**config.mk**
```make
export PLATFORM = sky130hd
export DESIGN_NAME = sorted_key_queue
export DESIGN_NICKNAME = d
export VERILOG_FILES = /design/src/hw/rtl/skq_pkg.sv /design/src/hw/rtl/skq_ram.sv /design/src/hw/rtl/skq_ctrl.sv /design/src/hw/rtl/sorted_key_queue.sv
export SDC_FILE = /design/constraint.sdc
export NUM_CORES = 1
export LEC_CHECK = 0
export ABC_AREA = 1
export BUFFER_PORTS_ARGS = -buffer_cell sky130_fd_sc_hd__buf_2
export CAP_MARGIN = 15
export CORE_MARGIN = 1
export CORE_UTILIZATION = 59
export CTS_BUF_LIST = sky130_fd_sc_hd__clkbuf_4 sky130_fd_sc_hd__clkbuf_8
export CTS_CLUSTER_SIZE = 12
export DETAILED_ROUTE_END_ITERATION = 7
export GPL_TIMING_DRIVEN = 0
export MAX_ROUTING_LAYER = met4
export PLACE_DENSITY = 0.79
export SKIP_CTS_REPAIR_TIMING = 1
export SLEW_MARGIN = 10
export SYNTH_ARGS = -nofsm -noshare
export SYNTH_HDL_FRONTEND = slang
export SYNTH_HIERARCHICAL = 1
export SYNTH_SLANG_ARGS = --single-unit
```
**constraint.sdc**
```tcl
create_clock -name aclk -period 4.9 [get_ports aclk]
set_input_delay 1.47 -clock aclk [delete_from_list [all_inputs] [get_ports aclk]]
set_output_delay 1.47 -clock aclk [all_outputs]
set_load 0.01 [all_outputs]
```
**src/hw/rtl/skq_pkg.sv**
```systemverilog
// ----------------------------------------------------------------------------
// skq_pkg
// Shared types and constants for the sorted key queue: depth, field widths,
// command and status codes, and the control structs between the controller
// and the top level.
// ----------------------------------------------------------------------------
package skq_pkg;

    localparam int DEPTH   = 16;
    localparam int IDX_W   = $clog2(DEPTH);
    localparam int CNT_W   = $clog2(DEPTH + 1);
    localparam int KEY_W   = 16;
    localparam int PAY_W   = 32;
    localparam int ENTRY_W = 5;

    typedef logic signed [KEY_W-1:0] key_t;
    typedef logic [PAY_W-1:0]        pay_t;
    typedef logic [IDX_W-1:0]        idx_t;
    typedef logic [CNT_W-1:0]        cnt_t;

    localparam key_t EMPTY_KEY = key_t'(10);
    localparam key_t KEY_MIN   = key_t'(-32768);
    localparam key_t KEY_MAX   = key_t'(32767);

    typedef enum logic [2:0] {
        CMD_PREPEND  = 3'd0,
        CMD_APPEND   = 3'd1,
        CMD_INSERT   = 3'd2,
        CMD_REM_HEAD = 3'd3,
        CMD_REM_KEY  = 3'd4
    } cmd_t;

    typedef enum logic [1:0] {
        ST_OK        = 2'd0,
        ST_EMPTY     = 2'd1,
        ST_NOT_FOUND = 2'd2,
        ST_FULL      = 2'd3
    } status_t;

    typedef struct packed {
        idx_t rd_addr;
        logic we;
        idx_t wr_addr;
        key_t wr_key;
        pay_t wr_pay;
    } ram_req_t;

    typedef struct packed {
        status_t            status;
        key_t               key;
        pay_t               pay;
        logic [ENTRY_W-1:0] count;
    } result_t;

endpackage

```
**src/hw/rtl/skq_ram.sv**
```systemverilog
// ----------------------------------------------------------------------------
// skq_ram
// Generic simple dual-port RAM: one write port, one read port, registered
// read data, valid in the cycle after the read address.
// ----------------------------------------------------------------------------
module skq_ram #(
    parameter int WIDTH = 8,
    parameter int DEPTH = 16
) (
    input  logic                     aclk,
    input  logic                     we,
    input  logic [$clog2(DEPTH)-1:0] waddr,
    input  logic [WIDTH-1:0]         wdata,
    input  logic [$clog2(DEPTH)-1:0] raddr,
    output logic [WIDTH-1:0]         rdata
);

    logic [WIDTH-1:0] mem [DEPTH];

    always_ff @(posedge aclk) begin
        if (we) begin
            mem[waddr] <= wdata;
        end
        rdata <= mem[raddr];
    end

endmodule

```
**src/hw/rtl/skq_ctrl.sv**
```systemverilog
// ----------------------------------------------------------------------------
// skq_ctrl
// Command sequencer: scans the key memory for the position, shifts entries
// up or down one at a time, writes the new entry and builds the result.
// ----------------------------------------------------------------------------
module skq_ctrl
    import skq_pkg::*;
(
    input  logic     aclk,
    input  logic     aresetn,
    input  logic     in_valid,
    output logic     in_ready,
    input  cmd_t     in_cmd,
    input  pay_t     in_pay,
    input  key_t     in_key,
    output ram_req_t ram_req,
    input  key_t     rd_key,
    input  pay_t     rd_pay,
    output logic     res_valid,
    input  logic     res_ready,
    output result_t  res
);

    typedef enum logic [3:0] {
        S_IDLE,
        S_READ,
        S_CHECK,
        S_UP_RD,
        S_UP_WR,
        S_DN_RD,
        S_DN_WR,
        S_WRITE,
        S_DONE
    } state_t;

    state_t  state_reg, state_next;
    cmd_t    cmd_reg, cmd_next;
    pay_t    pay_reg, pay_next;
    key_t    key_reg, key_next;
    cnt_t    occ_reg, occ_next;
    idx_t    ptr_reg, ptr_next;
    idx_t    pos_reg, pos_next;
    key_t    rkey_reg, rkey_next;
    pay_t    rpay_reg, rpay_next;
    status_t status_reg, status_next;

    cnt_t ptr_inc;
    cnt_t ptr_inc2;
    idx_t ptr_dec;

    assign ptr_inc  = cnt_t'(ptr_reg) + cnt_t'(1);
    assign ptr_inc2 = ptr_inc + cnt_t'(1);
    assign ptr_dec  = ptr_reg - idx_t'(1);

    always_comb begin
        state_next  = state_reg;
        cmd_next    = cmd_reg;
        pay_next    = pay_reg;
        key_next    = key_reg;
        occ_next    = occ_reg;
        ptr_next    = ptr_reg;
        pos_next    = pos_reg;
        rkey_next   = rkey_reg;
        rpay_next   = rpay_reg;
        status_next = status_reg;

        ram_req.rd_addr = ptr_reg;
        ram_req.we      = 1'b0;
        ram_req.wr_addr = pos_reg;
        ram_req.wr_key  = rkey_reg;
        ram_req.wr_pay  = pay_reg;

        unique case (state_reg)
            S_IDLE: begin
                if (in_valid) begin
                    cmd_next    = in_cmd;
                    pay_next    = in_pay;
                    key_next    = in_key;
                    rkey_next   = '0;
                    rpay_next   = '0;
                    status_next = ST_OK;
                    ptr_next    = '0;
                    pos_next    = '0;
                    case (in_cmd)
                        CMD_PREPEND, CMD_APPEND, CMD_INSERT: begin
                            if (occ_reg == cnt_t'(DEPTH)) begin
                                status_next = ST_FULL;
                                state_next  = S_DONE;
                            end else if (occ_reg == '0) begin
                                rkey_next  = (in_cmd == CMD_INSERT) ? in_key : EMPTY_KEY;
                                state_next = S_WRITE;
                            end else begin
                                if (in_cmd == CMD_APPEND) begin
                                    ptr_next = idx_t'(occ_reg - cnt_t'(1));
                                end
                                state_next = S_READ;
                            end
                        end
                        CMD_REM_HEAD, CMD_REM_KEY: begin
                            if (occ_reg == '0) begin
                                status_next = ST_EMPTY;
                                state_next  = S_DONE;
                            end else begin
                                state_next = S_READ;
                            end
                        end
                        default: begin
                            state_next = S_DONE;
                        end
                    endcase
                end
            end
            S_READ: begin
                state_next = S_CHECK;
            end
            S_CHECK: begin
                case (cmd_reg)
                    CMD_PREPEND: begin
                        rkey_next  = (rd_key == KEY_MIN) ? KEY_MIN : rd_key - key_t'(1);
                        pos_next   = '0;
                        ptr_next   = idx_t'(occ_reg);
                        state_next = S_UP_RD;
                    end
                    CMD_APPEND: begin
                        rkey_next  = (rd_key == KEY_MAX) ? KEY_MAX : rd_key + key_t'(1);
                        pos_next   = idx_t'(occ_reg);
                        state_next = S_WRITE;
                    end
                    CMD_INSERT: begin
                        rkey_next = key_reg;
                        if (rd_key >= key_reg) begin
                            pos_next   = ptr_reg;
                            ptr_next   = idx_t'(occ_reg);
                            state_next = S_UP_RD;
                        end else if (ptr_inc == occ_reg) begin
                            pos_next   = idx_t'(occ_reg);
                            state_next = S_WRITE;
                        end else begin
                            ptr_next   = idx_t'(ptr_inc);
                            state_next = S_READ;
                        end
                    end
                    CMD_REM_HEAD, CMD_REM_KEY: begin
                        if (cmd_reg == CMD_REM_HEAD || rd_key == key_reg) begin
                            rkey_next = rd_key;
                            rpay_next = rd_pay;
                            if (ptr_inc == occ_reg) begin
                                occ_next   = occ_reg - cnt_t'(1);
                                state_next = S_DONE;
                            end else begin
                                state_next = S_DN_RD;
                            end
                        end else if (ptr_inc == occ_reg) begin
                            status_next = ST_NOT_FOUND;
                            state_next  = S_DONE;
                        end else begin
                            ptr_next   = idx_t'(ptr_inc);
                            state_next = S_READ;
                        end
                    end
                    default: begin
                        state_next = S_DONE;
                    end
                endcase
            end
            S_UP_RD: begin
                ram_req.rd_addr = ptr_dec;
                state_next      = S_UP_WR;
            end
            S_UP_WR: begin
                ram_req.we      = 1'b1;
                ram_req.wr_addr = ptr_reg;
                ram_req.wr_key  = rd_key;
                ram_req.wr_pay  = rd_pay;
                ptr_next        = ptr_dec;
                state_next      = (ptr_dec == pos_reg) ? S_WRITE : S_UP_RD;
            end
            S_DN_RD: begin
                ram_req.rd_addr = idx_t'(ptr_inc);
                state_next      = S_DN_WR;
            end
            S_DN_WR: begin
                ram_req.we      = 1'b1;
                ram_req.wr_addr = ptr_reg;
                ram_req.wr_key  = rd_key;
                ram_req.wr_pay  = rd_pay;
                ptr_next        = idx_t'(ptr_inc);
                if (ptr_inc2 == occ_reg) begin
                    occ_next   = occ_reg - cnt_t'(1);
                    state_next = S_DONE;
                end else begin
                    state_next = S_DN_RD;
                end
            end
            S_WRITE: begin
                ram_req.we = 1'b1;
                occ_next   = occ_reg + cnt_t'(1);
                state_next = S_DONE;
            end
            S_DONE: begin
                if (res_ready) begin
                    state_next = S_IDLE;
                end
            end
            default: begin
                state_next = S_IDLE;
            end
        endcase
    end

    always_ff @(posedge aclk) begin
        if (!aresetn) begin
            state_reg <= S_IDLE;
            occ_reg   <= '0;
        end else begin
            state_reg <= state_next;
            occ_reg   <= occ_next;
        end
        cmd_reg    <= cmd_next;
        pay_reg    <= pay_next;
        key_reg    <= key_next;
        ptr_reg    <= ptr_next;
        pos_reg    <= pos_next;
        rkey_reg   <= rkey_next;
        rpay_reg   <= rpay_next;
        status_reg <= status_next;
    end

    assign in_ready   = (state_reg == S_IDLE);
    assign res_valid  = (state_reg == S_DONE);
    assign res.status = status_reg;
    assign res.key    = rkey_reg;
    assign res.pay    = rpay_reg;
    assign res.count  = ENTRY_W'(occ_reg);

endmodule

```
**src/hw/rtl/sorted_key_queue.sv**
```systemverilog
// ----------------------------------------------------------------------------
// sorted_key_queue
// Queue of key and payload entries kept in ascending key order in two
// memories, with head, tail, sorted insert and remove commands.
//
//   channel  dir  ports                    word
//   s_       in   tvalid tready tdata tuser command, payload, key
//   m_       out  tvalid tready tdata tuser status, key, payload, count
//
// one word at a time: entries are scanned and shifted one by one through
// the single read port of the key and payload memories.
// reset returns to idle and clears the occupancy and output valid only; no memory clearing pass.
// a new word is taken while the previous result waits in the output register.
// ----------------------------------------------------------------------------
module sorted_key_queue
    import skq_pkg::*;
(
    input  logic        aclk,
    input  logic        aresetn,
    input  logic        s_tvalid,
    output logic        s_tready,
    input  logic [47:0] s_tdata,   // payload[31:0], key[47:32]
    input  logic [2:0]  s_tuser,   // command[2:0]
    output logic        m_tvalid,
    input  logic        m_tready,
    output logic [55:0] m_tdata,   // out_key[15:0], out_payload[47:16], entry_count[52:48]
    output logic [1:0]  m_tuser    // status[1:0]
);

    ram_req_t ram_req;
    key_t     rd_key;
    pay_t     rd_pay;
    logic     res_valid;
    logic     res_ready;
    result_t  res;

    logic    out_valid_reg;
    result_t out_reg;

    skq_ram #(
        .WIDTH(KEY_W),
        .DEPTH(DEPTH)
    ) u_key_ram (
        .aclk  (aclk),
        .we    (ram_req.we),
        .waddr (ram_req.wr_addr),
        .wdata (ram_req.wr_key),
        .raddr (ram_req.rd_addr),
        .rdata (rd_key)
    );

    skq_ram #(
        .WIDTH(PAY_W),
        .DEPTH(DEPTH)
    ) u_pay_ram (
        .aclk  (aclk),
        .we    (ram_req.we),
        .waddr (ram_req.wr_addr),
        .wdata (ram_req.wr_pay),
        .raddr (ram_req.rd_addr),
        .rdata (rd_pay)
    );

    skq_ctrl u_ctrl (
        .aclk      (aclk),
        .aresetn   (aresetn),
        .in_valid  (s_tvalid),
        .in_ready  (s_tready),
        .in_cmd    (cmd_t'(s_tuser)),
        .in_pay    (s_tdata[31:0]),
        .in_key    (s_tdata[47:32]),
        .ram_req   (ram_req),
        .rd_key    (rd_key),
        .rd_pay    (rd_pay),
        .res_valid (res_valid),
        .res_ready (res_ready),
        .res       (res)
    );

    assign res_ready = !out_valid_reg || m_tready;

    always_ff @(posedge aclk) begin
        if (!aresetn) begin
            out_valid_reg <= 1'b0;
        end else if (res_ready) begin
            out_valid_reg <= res_valid;
        end
        if (res_ready && res_valid) begin
            out_reg <= res;
        end
    end

    assign m_tvalid = out_valid_reg;
    assign m_tuser  = out_reg.status;
    assign m_tdata  = {3'b000, out_reg.count, out_reg.pay, out_reg.key};

endmodule
```
==> results of run 1 <==
[how the worst max path moves through the flow]
stage / startpoint / end / slack [ns] / depth (start not counted)
finish: u_ctrl/state_reg[2]$_SDFFE_PN0P_ / u_pay_ram/mem[3][7]$_DFFE_PP_ / 0.44 / 11
global route: u_ctrl/state_reg[3]$_SDFFE_PN0P_ / u_pay_ram/mem[3][7]$_DFFE_PP_ / 0.37 / 11
detailed placement: u_ctrl/state_reg[2]$_SDFFE_PN0P_ / u_pay_ram/mem[3][14]$_DFFE_PP_ / 0.35 / 11
floorplan: s_tvalid / u_ctrl/rkey_reg[0]$_DFFE_PP_ / 0.09 / 4
global placement: s_tvalid / u_ctrl/rkey_reg[5]$_DFFE_PP_ / -2.40 / 5
CTS: u_ctrl/state_reg[2]$_SDFFE_PN0P_ / u_pay_ram/mem[3][7]$_DFFE_PP_ / 0.27 / 11
[metal layers]
layer	wire length, um	up-vias	global-route usage
met3	14900	447	0.0740
met1	43000	15000	0.411
li1	-	14300	-
met2	58900	2386	0.539
met4	6240	0	0.168
met5	0	-	-
[worst max-delay path, stage by stage, from the launching register on]
cell and delay [ns]:
dfxtp_1 0.35, inv_1 0.06, nor2_1 0.12, inv_1 0.12, nor2_2 0.20, inv_1 0.11, clkbuf_1 0.44, clkbuf_1 0.48
o21ai_1 0.74, nand2_1 0.45, nor2_4 0.77, buf_16 0.26
[power breakdown]
part	internal [mW]	switching [mW]
registers	11.7	0.483
clock network	3.75	3.22
logic	3.56	9.73
[cells in the mapped netlist, drive strengths merged (2+ instances only)]
master   count  area share
nand4       19      0.0029
o211ai      10      0.0017
xnor2        5      0.0012
dfxtp       58       0.027
xor2        30      0.0062
nor3b        2     0.00061
nand2     1252        0.11
a22oi        9      0.0016
nor2       129       0.012
edfxtp     932        0.64
a21oi       27      0.0035
buf        151       0.024
o221ai       4     0.00081
nand3b       6      0.0010
clkbuf      43      0.0037
ha          26      0.0075
nand3      619       0.072
o21ai       94       0.011
o2111ai      2     0.00040
a22o         4     0.00081
a31oi        3     0.00043
inv        730       0.063
o22ai        4     0.00058
nor3        16      0.0023
[layout make-up]
| type | instances | area [um2] | share of cell area |
|---|---|---|---|
| flip-flops and latches | 990 | 29100 | 0.588 |
| multi-input cells | 2272 | 10500 | 0.213 |
| clock buffers | 230 | 2760 | 0.0557 |
| inverters | 731 | 2750 | 0.0555 |
| repair buffers | 175 | 1580 | 0.0319 |
| plain buffers | 194 | 1200 | 0.0243 |
| well taps | 959 | 1200 | 0.0242 |
| clock inverters | 53 | 379 | 0.00765 |
| diodes | 2 | 5.00 | 0.000101 |
[metrics by stage]
| step | util | instance area [um2] |
|---|---|---|
| 2_1_floorplan | - | 43400 |
| 3_3_place_gp | 0.620 | 45200 |
| 3_5_place_dp | 0.637 | 46400 |
| 4_1_cts | 0.680 | 49500 |
| 5_1_grt | 0.680 | 49600 |
| 6_report | 0.680 | 49600 |
[kinds of logic (layout without fill, tap and decap cells)]
family	count (synthesis)	after routing
AND/OR/NAND/NOR	2045	2045
AO/OA/AOI/OAI	163	163
flip-flops	990	990
adder cells (fa/ha/maj)	26	26
other	1	5
buffers and inverters	925	1383
XOR/XNOR	35	35
==> metrics.csv, run 1 <==
stage;metric;value;unit
power_and_ir_drop;Tot Pwr;32.5;mW
floorplan;Ports;115;
clocking;clk root buf;clkbuf_8;
global_routing;first-pass GRT wire length;180000;um
finish;commonest non-fill, non-tap cell in the layout;nand2_1;
clocking;htree depth;4;
sta;slew margin rel.;0.120;
sta;final worst slack;0.435;ns
synthesis;mean area per synthesized cell;10.4;um2
synthesis;mux cell area share after synthesis;0;
clocking;TritonCTS clock tree;built;
sta;fin crit share;0.911;
global_routing;GRT Overall Usage;0.339;
clocking;maximum buffer depth of the clock tree;3;
floorplan;num rows;99;
finish;most frequent cells in the layout;nand2_1, edfxtp_1, inv_1;
floorplan;Core ar.;72800;um2
hold_path;min-delay worst type;reg -> reg;
route;DR vias;32200;
floorplan;die area;74700;um2
placement;gp weighted congestion;0.957;
worst_setup_path;crit path max fanout;17;
job;maxcap violations;0;
global_routing;GRT overflow;0;
route;final wirelength;123000;um
synthesis;Async SR Flop Fraction;0;
clocking;CTS buffer count;156;
worst_setup_path;Reg2Reg Setup Slack;0.44;ns
synthesis;xor/xnor share of the synthesized area;0.00741;
hold_path;worst hold path stage count;0;
route;post-DR wirelength/cell;21.9;um
clocking;clk slew on worst S/H paths;0.06;ns
status;status;finished clean;
clocking;clock sinks;990;
synthesis;synth warn;6;
placement;pre-CTS setup slack;0.345;ns
sta;final hold violations;0;
synthesis;Mapped Cells;4185;
worst_setup_path;worst flop-to-flop path startpoint;u_ctrl/state_reg[2]$_SDFFE_PN0P_;
synthesis;main combinational cell family by area after synthesis;simple AND/OR/NAND/NOR gates;
clocking;Clock Latency Late Sink;0.83;ns
finish;Layout fillers;5120;
synthesis;#FFs+latches synth;990;
global_routing;largest net degree at the start of global routing;25;
hold_path;hold endpoint;m_tdata[42]$_DFFE_PP_;
finish;fin cells;5606;
sta;Slew Limit Fails;0;
synthesis;simple-gate share of the synthesized area;0.201;
sta;Finish-stage setup viols;0;
placement;post-DP HPWL;83000;um
power_and_ir_drop;leakage;21.3;nW
synthesis;post-synthesis sequential area ratio;0.672;
route;Initial DRC Count;4444;
worst_setup_path;crit path DAT;4.96;ns
power_and_ir_drop;VDD IR-drop max;0.000407;V
route;drt drc;0;
floorplan;Initial Util;0.596;
worst_setup_path;CP Data Required Time;5.39;ns
sta;setup TNS;0;ns
power_and_ir_drop;Pwr Density;655;nW/um2
worst_setup_path;R2R Path End;u_pay_ram/mem[3][7]$_DFFE_PP_;
finish;layout cells sized above 1;0.144;
sta;Least-Margin Pin Slew;1.32;ns
worst_setup_path;reg2reg path depth;11;
finish;nets@finish;4601;
sta;Max Clock Skew;0.0459;ns
global_routing;initial antenna violation count;2;
worst_setup_path;Critical Path Sink Type;register;
finish;Syn-to-layout area delta;14.2;%
floorplan;DIE HEIGHT;273;um
finish;Reg with most FFs;u_pay_ram/mem;
hold_path;Hold Crit Start;u_ctrl/rpay_reg[26]$_SDFFCE_PN0P_;
synthesis;synthesized cell area;43400;um2
sta;RSZ-0062 raised after global routing;false;
placement;IO Port Bufs;111;
synthesis;Synth cell types;55;
sta;Max Freq;224;MHz
finish;max reg flops;512;
synthesis;Post-synth EDFFs;932;
worst_setup_path;Critical Path Start Type;register;
worst_setup_path;Setup CP Type;reg -> reg;
placement;DP Cell Count;5318;
route;drt pass-1 iters;6;
synthesis;post-synthesis adder-cell area fraction;0.00749;
route;DR vias/cell;5.75;
synthesis;Most used DFF post-synth;edfxtp_1;
floorplan;Die W;273;um
sta;WHS;0.416;ns
sta;crit path time final;4.46;ns
global_routing;number of global-route vias before repair;30700;
synthesis;complex-gate fraction of the synthesized area;0.0217;
route;ANT nets after route;0;
(Power assumes the default switching activity.)
==> run 2, diff against run 1 <==
- ABC_AREA: 1 -> not set
- CORE_UTILIZATION: 59 -> 58
- PLACE_DENSITY: 0.79 -> 0.84
==> metrics.csv, run 2 <==
stage;metric;value;unit
worst_setup_path;CP endpoint;u_pay_ram/rdata[24]$_DFF_P_;
synthesis;Most used DFF post-synth;edfxtp_1;
synthesis;simple-gate share of the synthesized area;0.0581;
clocking;TritonCTS clock tree;built;
finish;commonest non-fill, non-tap cell in the layout;edfxtp_1;
route;DR vias/cell;6.55;
sta;Slew Limit Fails;0;
synthesis;largest area contributor in the netlist;edfxtp_1;
worst_setup_path;max incr delay on CP;0.73;ns
clocking;CTS buffer count;151;
synthesis;main combinational cell family by area after synthesis;multiplexers;
route;Initial DRC Count;3211;
hold_path;min-delay worst type;reg -> reg;
synthesis;commonest cells in the netlist;edfxtp_1, nand2_1, mux4_2;
worst_setup_path;crit path from;u_ctrl/ptr_reg[1]$_DFFE_PP_;
route;ANT nets after route;0;
clocking;clk slew on worst S/H paths;0.06;ns
power_and_ir_drop;leakage;15.1;nW
finish;fin util;0.679;
worst_setup_path;R2R Path End;u_pay_ram/rdata[24]$_DFF_P_;
power_and_ir_drop;VDD IR-drop max;0.000359;V
global_routing;initial antenna violation count;2;
job;maxcap violations;0;
worst_setup_path;Critical Path Start Type;register;
sta;Max Clock Skew;0.0665;ns
floorplan;DIE HEIGHT;262;um
worst_setup_path;crit path max-delay cell type;buf_1;
global_routing;first-pass GRT wire length;146000;um
power_and_ir_drop;Tot Pwr;22.5;mW
worst_setup_path;Reg2Reg Setup Slack;0.28;ns
worst_setup_path;reg2reg path depth;12;
route;DR vias;22800;
global_routing;GRT Overall Usage;0.309;
synthesis;Async SR Flop Fraction;0;
sta;Finish-stage setup viols;0;
synthesis;synth warn;6;
worst_setup_path;most used cell, CP;inv_1;
clocking;clk root buf;clkbuf_8;
finish;final instance area;44900;um2
synthesis;synthesized cell area;39100;um2
sta;fin crit share;0.942;
sta;WHS;0.412;ns
synthesis;mean area per synthesized cell;18.0;um2
synthesis;Yosys top cell area share;0.715;
worst_setup_path;CP Data Required Time;5.57;ns
clocking;Clock Latency Late Sink;0.84;ns
floorplan;Initial Util;0.591;
route;post-DR wirelength/cell;29.0;um
worst_setup_path;crit path DAT;5.28;ns
power_and_ir_drop;Pwr Density;501;nW/um2
floorplan;Core ar.;66200;um2
sta;crit path time final;4.62;ns
sta;slew margin rel.;0.199;
synthesis;complex-gate fraction of the synthesized area;0.0481;
finish;nets@finish;2578;
global_routing;number of global-route vias before repair;22900;
placement;IO Port Bufs;111;
finish;max reg flops;512;
synthesis;most frequent cell after synthesis;edfxtp_1;
synthesis;#FFs+latches synth;990;
placement;post-DP HPWL;63800;um
synthesis;Post-synth EDFFs;932;
placement;DP Area;41700;um2
synthesis;Synth area leaders;edfxtp_1, mux4_2, dfxtp_1, nand2_1, a22oi_1;
sta;RSZ-0062 raised after global routing;false;
synthesis;mux cell area share after synthesis;0.113;
sta;Max Freq;217;MHz
clocking;htree depth;4;
sta;Least-Margin Pin Slew;1.20;ns
floorplan;Die W;262;um
route;drt pass-1 iters;6;
sta;final hold violations;0;
synthesis;Synth cell types;72;
clocking;clock sinks;990;
worst_setup_path;CP cell instances;inv_1, ha_1, clkbuf_1, inv_1, a31oi_1, o22ai_1, a21oi_1, buf_2, buf_1, mux4_2, a22oi_1, nand2_1;
placement;gp weighted congestion;0.958;
finish;layout cells sized above 1;0.266;
worst_setup_path;worst flop-to-flop path startpoint;u_ctrl/ptr_reg[1]$_DFFE_PP_;
status;status;finished clean;
floorplan;Ports;115;
finish;Syn-to-layout area delta;14.9;%
worst_setup_path;Setup CP Type;reg -> reg;
synthesis;post-synthesis sequential area ratio;0.745;
floorplan;die area;68500;um2
finish;most frequent cells in the layout;edfxtp_1, nand2_1, mux4_2;
clocking;maximum buffer depth of the clock tree;3;
finish;Reg with most FFs;u_pay_ram/mem;
placement;pre-CTS setup slack;0.177;ns
synthesis;post-synthesis adder-cell area fraction;0.00832;
sta;final worst slack;0.282;ns
synthesis;Mapped Cells;2175;
synthesis;xor/xnor share of the synthesized area;0.00873;
global_routing;largest net degree at the start of global routing;56;
route;final wirelength;101000;um
floorplan;num rows;94;
route;drt drc;0;
worst_setup_path;Critical Path Sink Type;register;
global_routing;GRT overflow;0;
worst_setup_path;crit path max fanout;10;
run 2: cell count changes after synthesis, sizes merged, moves of 20 or more:
cell	before	now
buf	151	57
mux4	0	192
inv	730	31
xor2	30	10
nand2	1252	261
and2	0	41
a21oi	27	48
o21ai	94	56
xnor2	5	29
nor2	129	59
a22oi	9	98
clkbuf	43	66
nand3	619	16
run 2: metal layers:
metal / routed length, um / GRT usage / vias to the layer above
li1: - / - / 9342
met1: 36400 / 0.394 / 11500
met2: 49800 / 0.488 / 1752
met3: 11200 / 0.0734 / 284
met4: 3540 / 0.113 / 0
met5: 0 / - / -
run 2: layout make-up:
class | instances | area [um2]
clock buffer | 225 | 2780
timing repair buffer | 167 | 1340
multi-input combinational | 1031 | 9460
inverter | 33 | 126
clock inverter | 50 | 418
buffer | 123 | 589
antenna | 2 | 5.00
sequential | 990 | 29100
tap | 864 | 1080
fill | 3930 | 21300
run 2: stage by stage:
| stage | setup TNS, ns | instances |
|---|---|---|
| final | 0 | 3485 |
| after detailed placement | 0 | 3207 |
| after floorplan | 0 | 2177 |
| after CTS | 0 | 3482 |
| after global placement | -1183.74 | 3152 |
| after global routing | 0 | 3485 |
run 2: report_power, final:
part | internal (mW) | switching [mW]
clock network | 3.77 | 3.30
logic | 1.68 | 3.08
registers | 10.3 | 0.338
run 2: critical path, delay by kind of cell, from the launching register on:
family          cells  cell delay, ns
buf+inv             5            1.75
compound gates      4            1.19
flops               1            0.57
mux                 1            0.46
fa+ha+maj           1            0.32
simple gates        1            0.15
run 2: logic make-up (layout without fill, tap and decap cells):
family | Yosys count | after routing
DFF | 990 | 990
adders and majority gates | 26 | 26
buffers and inverters | 156 | 598
xor gates and xnor gates | 39 | 39
other | 1 | 5
muxes | 199 | 199
and+or+nand+nor | 488 | 488
AOI/OAI and AO/OA | 276 | 276
run 2: worst min path at each step:
stage                                            from                     to  slack [ns]  cells after the start
finish              u_ctrl/rpay_reg[23]$_SDFFCE_PN0P_  m_tdata[39]$_DFFE_PP_        0.41                      0
global route         u_ctrl/rpay_reg[4]$_SDFFCE_PN0P_  m_tdata[20]$_DFFE_PP_        0.43                      0
CTS                 u_ctrl/rpay_reg[13]$_SDFFCE_PN0P_  m_tdata[29]$_DFFE_PP_        0.42                      0
detailed placement  u_ctrl/rpay_reg[13]$_SDFFCE_PN0P_  m_tdata[29]$_DFFE_PP_        0.40                      0
global placement     u_ctrl/rpay_reg[0]$_SDFFCE_PN0P_  m_tdata[16]$_DFFE_PP_        0.40                      0
floorplan            u_ctrl/rpay_reg[0]$_SDFFCE_PN0P_  m_tdata[16]$_DFFE_PP_        0.40                      0
